[src/sv/upd_pkg.sv]
// Shared types, constants and helper functions of the URL percent decoder.
package upd_pkg;

  localparam int UPD_FIFO_DEPTH = 4;

  localparam logic [7:0] CH_PLUS    = 8'h2B;
  localparam logic [7:0] CH_PERCENT = 8'h25;
  localparam logic [7:0] CH_SPACE   = 8'h20;

  typedef enum logic [1:0] {
    PH_IDLE  = 2'd0,
    PH_PCT   = 2'd1,
    PH_DIGIT = 2'd2
  } phase_t;

  // Up to three decoded bytes produced by one input beat.
  typedef struct packed {
    logic [2:0][7:0] bytes;
    logic [1:0]      cnt;
    logic            last;
  } job_t;

  typedef struct packed {
    logic push;
    job_t job;
  } fifo_wr_t;

  typedef struct packed {
    logic full;
    logic empty;
    job_t head;
  } fifo_rd_t;

  function automatic logic is_hex(input logic [7:0] b);
    is_hex = (b >= 8'h30 && b <= 8'h39) || (b >= 8'h41 && b <= 8'h46) ||
             (b >= 8'h61 && b <= 8'h66);
  endfunction

  function automatic logic [3:0] hex_val(input logic [7:0] b);
    hex_val = (b <= 8'h39) ? b[3:0] : b[3:0] + 4'd9;
  endfunction

endpackage

[src/sv/upd_in_if.sv]
// Input channel of the decoder: one encoded byte per beat.
interface upd_in_if;
  logic       valid;
  logic       ready;
  logic [7:0] in_byte;
  logic       in_last;

  modport source(output valid, output in_byte, output in_last, input ready);
  modport sink(input valid, input in_byte, input in_last, output ready);
endinterface

[src/sv/upd_out_if.sv]
// Output channel of the decoder: one decoded byte per beat.
interface upd_out_if;
  logic       valid;
  logic       ready;
  logic [7:0] out_byte;
  logic       out_last;

  modport source(output valid, output out_byte, output out_last, input ready);
  modport sink(input valid, input out_byte, input out_last, output ready);
endinterface

[src/sv/url_percent_decoder.sv]
// Top level of the streaming URL percent decoder.
// The enc channel takes one byte of a form-urlencoded string per beat, with
// in_last set on the final byte. The dec channel gives the decoded bytes one
// per beat, with out_last set on the final decoded byte of the string.
// A plus sign becomes a space, and a percent sign with two hex digits becomes
// the byte they spell; a broken or unfinished escape is passed on literally.
// The front end accepts one beat per cycle while the queue is not full and
// turns it into a job of zero to three output bytes for a FIFO_DEPTH-entry
// queue. The back end empties one job byte per cycle into the output register
// while the receiver takes its beats. A byte that yields output passes the
// queue, the back end's job register and the output register to reach dec.
// Throughput is one input beat per cycle while each beat yields at most one
// byte and dec is ready; the output port, at one beat per cycle, sets the
// limit when escapes are broken. Reset clears the escape state, the queue
// and the output register. When the receiver stalls, the output register
// holds its beat, the queue fills, and enc.ready drops once the queue is full.
module url_percent_decoder import upd_pkg::*; #(
  parameter int FIFO_DEPTH = UPD_FIFO_DEPTH
) (
  input  logic      clk,
  input  logic      rst,
  upd_in_if.sink    enc,
  upd_out_if.source dec
);

  fifo_wr_t wr;
  fifo_rd_t rd;
  logic     pop;

  upd_front u_front (
    .clk (clk),
    .rst (rst),
    .enc (enc),
    .rd  (rd),
    .wr  (wr)
  );

  upd_fifo #(
    .DEPTH (FIFO_DEPTH)
  ) u_fifo (
    .clk (clk),
    .rst (rst),
    .wr  (wr),
    .pop (pop),
    .rd  (rd)
  );

  upd_back u_back (
    .clk (clk),
    .rst (rst),
    .rd  (rd),
    .pop (pop),
    .dec (dec)
  );

  a_no_push_full: assert property (@(posedge clk) disable iff (rst)
    wr.push |-> !rd.full)
    else $error("Job queue written while full.");

  a_no_pop_empty: assert property (@(posedge clk) disable iff (rst)
    pop |-> !rd.empty)
    else $error("Job queue read while empty.");

  a_last_yields: assert property (@(posedge clk) disable iff (rst)
    (enc.valid && enc.ready && enc.in_last) |-> (wr.push && wr.job.last))
    else $error("Final beat of a string produced no job.");

  a_job_nonempty: assert property (@(posedge clk) disable iff (rst)
    wr.push |-> (wr.job.cnt != 2'd0))
    else $error("Empty job pushed into the queue.");

endmodule

[src/sv/upd_front.sv]
// Front end: accepts encoded bytes, tracks escapes and builds decode jobs.
module upd_front import upd_pkg::*; (
  input  logic     clk,
  input  logic     rst,
  upd_in_if.sink   enc,
  input  fifo_rd_t rd,
  output fifo_wr_t wr
);

  phase_t     phase, phase_next;
  logic [7:0] held, held_next;
  job_t       job;
  logic       accept;

  assign enc.ready = !rd.full;
  assign accept    = enc.valid && enc.ready;

  always_comb begin
    logic [1:0] n;
    logic       plain;
    n          = 2'd0;
    plain      = 1'b0;
    job        = '0;
    phase_next = phase;
    held_next  = held;
    case (phase)
      PH_PCT: begin
        if (is_hex(enc.in_byte)) begin
          if (!enc.in_last) begin
            phase_next = PH_DIGIT;
            held_next  = enc.in_byte;
          end else begin
            job.bytes[0] = CH_PERCENT;
            job.bytes[1] = enc.in_byte;
            n            = 2'd2;
          end
        end else begin
          job.bytes[0] = CH_PERCENT;
          n            = 2'd1;
          plain        = 1'b1;
        end
      end
      PH_DIGIT: begin
        if (is_hex(enc.in_byte)) begin
          job.bytes[0] = {hex_val(held), hex_val(enc.in_byte)};
          n            = 2'd1;
          phase_next   = PH_IDLE;
          held_next    = '0;
        end else begin
          job.bytes[0] = CH_PERCENT;
          job.bytes[1] = held;
          n            = 2'd2;
          plain        = 1'b1;
        end
      end
      default: begin
        plain = 1'b1;
      end
    endcase
    if (plain) begin
      phase_next = PH_IDLE;
      held_next  = '0;
      if (enc.in_byte == CH_PERCENT) begin
        if (enc.in_last) begin
          job.bytes[n] = CH_PERCENT;
          n            = n + 2'd1;
        end else begin
          phase_next = PH_PCT;
        end
      end else if (enc.in_byte == CH_PLUS) begin
        job.bytes[n] = CH_SPACE;
        n            = n + 2'd1;
      end else begin
        job.bytes[n] = enc.in_byte;
        n            = n + 2'd1;
      end
    end
    if (enc.in_last) begin
      phase_next = PH_IDLE;
      held_next  = '0;
    end
    job.cnt  = n;
    job.last = enc.in_last;
  end

  assign wr.push = accept && (job.cnt != 2'd0);
  assign wr.job  = job;

  always_ff @(posedge clk) begin
    if (rst) begin
      phase <= PH_IDLE;
      held  <= '0;
    end else if (accept) begin
      phase <= phase_next;
      held  <= held_next;
    end
  end

endmodule

[src/sv/upd_fifo.sv]
// Short job queue between the front end and the back end.
module upd_fifo import upd_pkg::*; #(
  parameter int DEPTH = UPD_FIFO_DEPTH
) (
  input  logic     clk,
  input  logic     rst,
  input  fifo_wr_t wr,
  input  logic     pop,
  output fifo_rd_t rd
);

  localparam int PW = (DEPTH > 1) ? $clog2(DEPTH) : 1;
  localparam int CW = $clog2(DEPTH + 1);

  job_t          mem [DEPTH];
  logic [PW-1:0] wr_ptr, rd_ptr;
  logic [CW-1:0] count;

  assign rd.full  = (count == CW'(DEPTH));
  assign rd.empty = (count == '0);
  assign rd.head  = mem[rd_ptr];

  always_ff @(posedge clk) begin
    if (wr.push) begin
      mem[wr_ptr] <= wr.job;
    end
  end

  always_ff @(posedge clk) begin
    if (rst) begin
      wr_ptr <= '0;
      rd_ptr <= '0;
      count  <= '0;
    end else begin
      if (wr.push) begin
        wr_ptr <= (wr_ptr == PW'(DEPTH - 1)) ? '0 : wr_ptr + PW'(1);
      end
      if (pop) begin
        rd_ptr <= (rd_ptr == PW'(DEPTH - 1)) ? '0 : rd_ptr + PW'(1);
      end
      if (wr.push && !pop) begin
        count <= count + CW'(1);
      end else if (pop && !wr.push) begin
        count <= count - CW'(1);
      end
    end
  end

endmodule

[src/sv/upd_back.sv]
// Back end: unpacks queued jobs into single output beats.
module upd_back import upd_pkg::*; (
  input  logic     clk,
  input  logic     rst,
  input  fifo_rd_t rd,
  output logic     pop,
  upd_out_if.source dec
);

  job_t       cur;
  logic       cur_valid;
  logic [1:0] idx;
  logic       out_valid;
  logic [7:0] out_byte;
  logic       out_last;
  logic       emit;
  logic       fin;

  assign dec.valid    = out_valid;
  assign dec.out_byte = out_byte;
  assign dec.out_last = out_last;

  assign emit = cur_valid && (!out_valid || dec.ready);
  assign fin  = emit && (idx == cur.cnt - 2'd1);
  assign pop  = !rd.empty && (!cur_valid || fin);

  always_ff @(posedge clk) begin
    if (rst) begin
      cur_valid <= 1'b0;
      idx       <= '0;
      out_valid <= 1'b0;
    end else begin
      if (pop) begin
        cur_valid <= 1'b1;
        idx       <= '0;
      end else if (fin) begin
        cur_valid <= 1'b0;
        idx       <= '0;
      end else if (emit) begin
        idx <= idx + 2'd1;
      end
      if (emit) begin
        out_valid <= 1'b1;
      end else if (dec.ready) begin
        out_valid <= 1'b0;
      end
    end
  end

  always_ff @(posedge clk) begin
    if (pop) begin
      cur <= rd.head;
    end
    if (emit) begin
      out_byte <= cur.bytes[idx];
      out_last <= cur.last && (idx == cur.cnt - 2'd1);
    end
  end

endmodule
[src/flat_wrapper.sv]
// flat-port wrapper written by rule: the top's interface ports become plain ports
module url_percent_decoder_flat import upd_pkg::*;
#(
  parameter int FIFO_DEPTH = UPD_FIFO_DEPTH
)
  (clk, rst, enc_valid, enc_in_byte, enc_in_last, enc_ready, dec_valid, dec_out_byte, dec_out_last, dec_ready);
  upd_in_if enc_i ();
  upd_out_if dec_i ();
  input  logic clk;
  input  logic rst;
  input wire logic [$bits(enc_i.valid)-1:0] enc_valid;
  input wire logic [$bits(enc_i.in_byte)-1:0] enc_in_byte;
  input wire logic [$bits(enc_i.in_last)-1:0] enc_in_last;
  output wire logic [$bits(enc_i.ready)-1:0] enc_ready;
  output wire logic [$bits(dec_i.valid)-1:0] dec_valid;
  output wire logic [$bits(dec_i.out_byte)-1:0] dec_out_byte;
  output wire logic [$bits(dec_i.out_last)-1:0] dec_out_last;
  input wire logic [$bits(dec_i.ready)-1:0] dec_ready;
  assign enc_i.valid = enc_valid;
  assign enc_i.in_byte = enc_in_byte;
  assign enc_i.in_last = enc_in_last;
  assign enc_ready = enc_i.ready;
  assign dec_valid = dec_i.valid;
  assign dec_out_byte = dec_i.out_byte;
  assign dec_out_last = dec_i.out_last;
  assign dec_i.ready = dec_ready;
  url_percent_decoder #(.FIFO_DEPTH(FIFO_DEPTH)) u_core (.clk(clk), .rst(rst), .enc(enc_i), .dec(dec_i));
endmodule
[config.mk]
export PLATFORM = sky130hd
export DESIGN_NAME = url_percent_decoder_flat
export DESIGN_NICKNAME = d
export VERILOG_FILES = /design/src/sv/upd_pkg.sv /design/src/sv/upd_in_if.sv /design/src/sv/upd_out_if.sv /design/src/sv/url_percent_decoder.sv /design/src/sv/upd_front.sv /design/src/sv/upd_fifo.sv /design/src/sv/upd_back.sv /design/src/flat_wrapper.sv
export SDC_FILE = /design/constraint.sdc
export NUM_CORES = 1
export LEC_CHECK = 0
export ABC_AREA = 1
export CORE_ASPECT_RATIO = 1.5
export CORE_MARGIN = 8
export CORE_UTILIZATION = 35
export DETAILED_ROUTE_END_ITERATION = 12
export DONT_BUFFER_PORTS = 1
export HOLD_SLACK_MARGIN = 0.12
export PLACE_DENSITY_LB_ADDON = 0.3
export SKIP_LAST_GASP = 1
export SYNTH_ARGS = -nofsm -noshare
export SYNTH_HDL_FRONTEND = slang
export SYNTH_SLANG_ARGS = --single-unit
export TNS_END_PERCENT = 30
[constraint.sdc]
create_clock -name clk -period 3.4 [get_ports clk]
set_clock_uncertainty 0.1 [all_clocks]
set_input_delay 0.17 -clock clk [delete_from_list [all_inputs] [get_ports clk]]
set_output_delay 0.17 -clock clk [all_outputs]
set_load 0.1 [all_outputs]
==> results.json <==
{
  "crit_chain": "inv_1 -> ha_1 -> inv_1 -> nand2_2 -> ha_1 -> inv_1 -> nand2_1 -> nand2_2 -> nand2_4 -> nand2_4 -> inv_1 -> ha_1 -> inv_1 -> fa_1 -> nor2_1 -> nor2_1 -> nand2_1 -> o21ai_0 -> a21oi_1",
  "die_w_um": 133,
  "relSlewSlack": 0.334,
  "synth-seq-area-share": 0.663,
  "switchingPower_mw": 2.33,
  "wl_per_cell_um": 17.8,
  "grt_usage": 0.136,
  "die_h_um": 191,
  "arrival_ns": 3.29,
  "numCtsBuffers": 17,
  "crit_top_cell": "inv_1",
  "max_cap_violations": 0,
  "synth_cells": 629,
  "hp-class": "input port to flip-flop",
  "post-place-cells": 886,
  "cts_tree": "built",
  "fin_util": 0.414,
  "clock_latency_ns": 0.42,
  "htreeDepth": 4,
  "cts_sinks": 165,
  "yosysUniqueCellTypes": 41,
  "syn_area_um2": 7160,
  "yosys.area.top_type": "edfxtp_1",
  "fin_crit_ns": 3.04,
  "fin_crit_sh": 0.894,
  "synth_nets": 660,
  "power_frac_seq": 0.494,
  "multiInputGateArea_um2": 2120,
  "drt_wl_total_mm": 16.7,
  "sw_frac_of_total": 0.350,
  "port_buffers": 0,
  "worst_pin_slew_ns": 0.990,
  "cts_resized": 0,
  "crit_path_max_fanout": 5,
  "yosys_warnings": 0,
  "setup-violations-final": 0,
  "crit_slowest_cell": "fa_1",
  "fillers": 1855,
  "final_cells": 940,
  "final_area_um2": 8380,
  "finalSetupTns_ns": 0,
  "grt_max_degree": 57,
  "diodes": 0,
  "antenna_found_initial": 0,
  "grt_pass1_wl_mm": 26.5,
  "crit_path_start_kind": "flip-flop",
  "start_util": 0.353,
  "drive_gt1_frac": 0.118,
  "synth-seq-cells": 165,
  "core-area_um2": 20300,
  "hpwlAfterDp_mm": 11.5,
  "slowest_delay_ns": 0.44,
  "syn_to_final_growth_pct": 17.1,
  "drv_slew": 0,
  "final_cell_mix": "144 x edfxtp_1, 96 x nor2_1, 76 x o21ai_0",
  "p_comb_frac": 0.218,
  "p_leak_nw": 2.95,
  "place_area_um2": 7570,
  "rsz0062_at_grt": "no",
  "path_clk_slew_ns": 0.07,
  "drc": 0,
  "antenna_left": 0,
  "vdd_drop_max_mv": 0.279,
  "synth_area_per_cell_um2": 11.4,
  "cts_root_buf": "clkbuf_16",
  "rows": 64,
  "drt_iter0_drc": 396,
  "crit_required_ns": 3.65,
  "fin_nets": 694,
  "power_mw": 6.66,
  "grt_overflow": 0,
  "critical_path_class": "flip-flop to flip-flop",
  "pwr-share-clk": 0.288,
  "status": "finished clean",
  "ff_latch_area_um2": 4740,
  "num_io_pins": 24,
  "final_common_cell": "edfxtp_1",
  "gp_congestion": 0.868,
  "worst_setup_path_end_kind": "flip-flop",
  "die_area_um2": 25400,
  "netlist.area_leader.share": 0.604,
  "num_vias": 4821,
  "synthTopCellsByArea": "edfxtp_1 60%, dfxtp_1 5.9%, o21ai_0 5.3%",
  "firstDrtPassIters": 5,
  "power_density_nw_per_um2": 795,
  "cts.path.max_buffers": 2,
  "grt_pass1_vias": 4846,
  "via_per_inst": 5.13,
  "hold_violations": 0,
  "max_freq_ghz": 0.329,
  "intPower_mw": 4.33
}
-- per-layer routing --
metal  vias up  track usage  part of all wire  wire length (µm)
li1       2305            -                 -                 -
met1      2352        0.146              0.39              6600
met2       143        0.253              0.54              9040
met3        21       0.0231             0.042               711
met4         0       0.0631             0.023               383
met5         -            0                 0                 0
-- path summary, 6_finish.rpt --
| kind | startpoint | slack [ns] | endpoint | cells after the start |
|---|---|---|---|---|
| max | u_core.u_front.phase[0] | 0.36 | u_core.u_fifo.count[2] | 19 |
| min reg2reg | u_core.u_front.held[7] | 0.39 | u_core.u_front.held[7] | 2 |
| min | enc_in_byte[3] | 0.14 | u_core.u_fifo.mem[0][6] | 2 |
| max reg2reg | u_core.u_front.phase[0] | 0.36 | u_core.u_fifo.count[2] | 19 |
-- synth_stat cells --
master / count
edfxtp_1: 144
nor2_1: 100
o21ai_0: 76
nand2_1: 57
inv_1: 51
o22ai_1: 30
nand3_1: 24
a21oi_1: 21
dfxtp_1: 21
ha_1: 17
clkbuf_1: 16
o31ai_1: 11
nand2_2: 6
inv_2: 5
nand2_4: 5
buf_1: 4
a22oi_1: 3
nor3_1: 3
xnor2_1: 3
xor2_1: 3
buf_2: 2
clkinv_1: 2
nand3_2: 2
nand4_1: 2
nor2_4: 2
o211ai_1: 2
o21ai_1: 2
o32ai_1: 2
a21boi_0: 1
and3_1: 1
fa_1: 1
nand2_8: 1
nand3_4: 1
nand4_2: 1
nor3_2: 1
nor4_1: 1
nor4_4: 1
o21a_1: 1
o21ai_2: 1
or2_2: 1
or3_1: 1
-- power groups by stage --
stage	Clock (mW)	Sequential (mW)	Combinational, mW
after floorplan	0	3.31	0.979
after global placement	0	3.33	1.43
after detailed placement	0	3.34	1.47
after global routing	2.03	3.33	1.65
after CTS	1.95	3.30	1.49
final	1.92	3.29	1.45
-- registers in the layout (all words and copies together) (netlist names) --
signal,flops
u_core.u_fifo.wr_ptr,2
u_core.u_fifo.rd_ptr,2
u_core.u_back.cur_valid,1
u_core.u_back.dec.out_byte,8
u_core.u_back.cur,27
u_core.u_back.idx,2
u_core.u_front.phase,2
u_core.u_fifo.mem,108
u_core.u_back.dec.valid,1
u_core.u_back.dec.out_last,1
u_core.u_fifo.count,3
u_core.u_front.held,8
-- critical path, delay by kind of cell (launching register included) --
family          cells  cell delay (ns)
compound gates      2             0.20
flops               1             0.36
simple gates        8             0.68
fa+ha+maj           4             1.18
buf+inv             5             0.47
-- metrics by stage --
stage / hold slack [ns] / setup WS, ns
floorplan: 0.169 / -0.245
global placement: 0.141 / 0.210
detailed placement: 0.143 / 0.167
CTS: 0.135 / 0.301
global route: 0.143 / 0.000937
finish: 0.140 / 0.361
-- cell families (layout without fill, tap and decap cells) --
| kind of cell | count (synthesis) | after routing | synth area share |
|---|---|---|---|
| AO/OA/AOI/OAI | 150 | 150 | 0.118 |
| adder cells (fa/ha/maj) | 18 | 18 | 0.0325 |
| flip-flops | 165 | 165 | 0.663 |
| buffers and inverters | 80 | 127 | 0.0423 |
| XOR/XNOR | 6 | 6 | 0.00734 |
| AND/OR/NAND/NOR | 210 | 210 | 0.137 |
-- cell type report --
type,count,area share
Tap cell,264,0.0394
Sequential cell,165,0.566
Clock inverter,15,0.0196
Multi-Input combinational cell,384,0.253
Clock buffer,17,0.0508
Inverter,58,0.0260
Timing Repair Buffer,37,0.0451
-- repair_timing --
action,4_1_cts,5_1_grt
setup endpoints to repair,0,1
endpoints found under the hold margin,50,0
buffers inserted,0,2
hold buffers,20,0
Note: power is estimated with default switching activity, not from simulation.
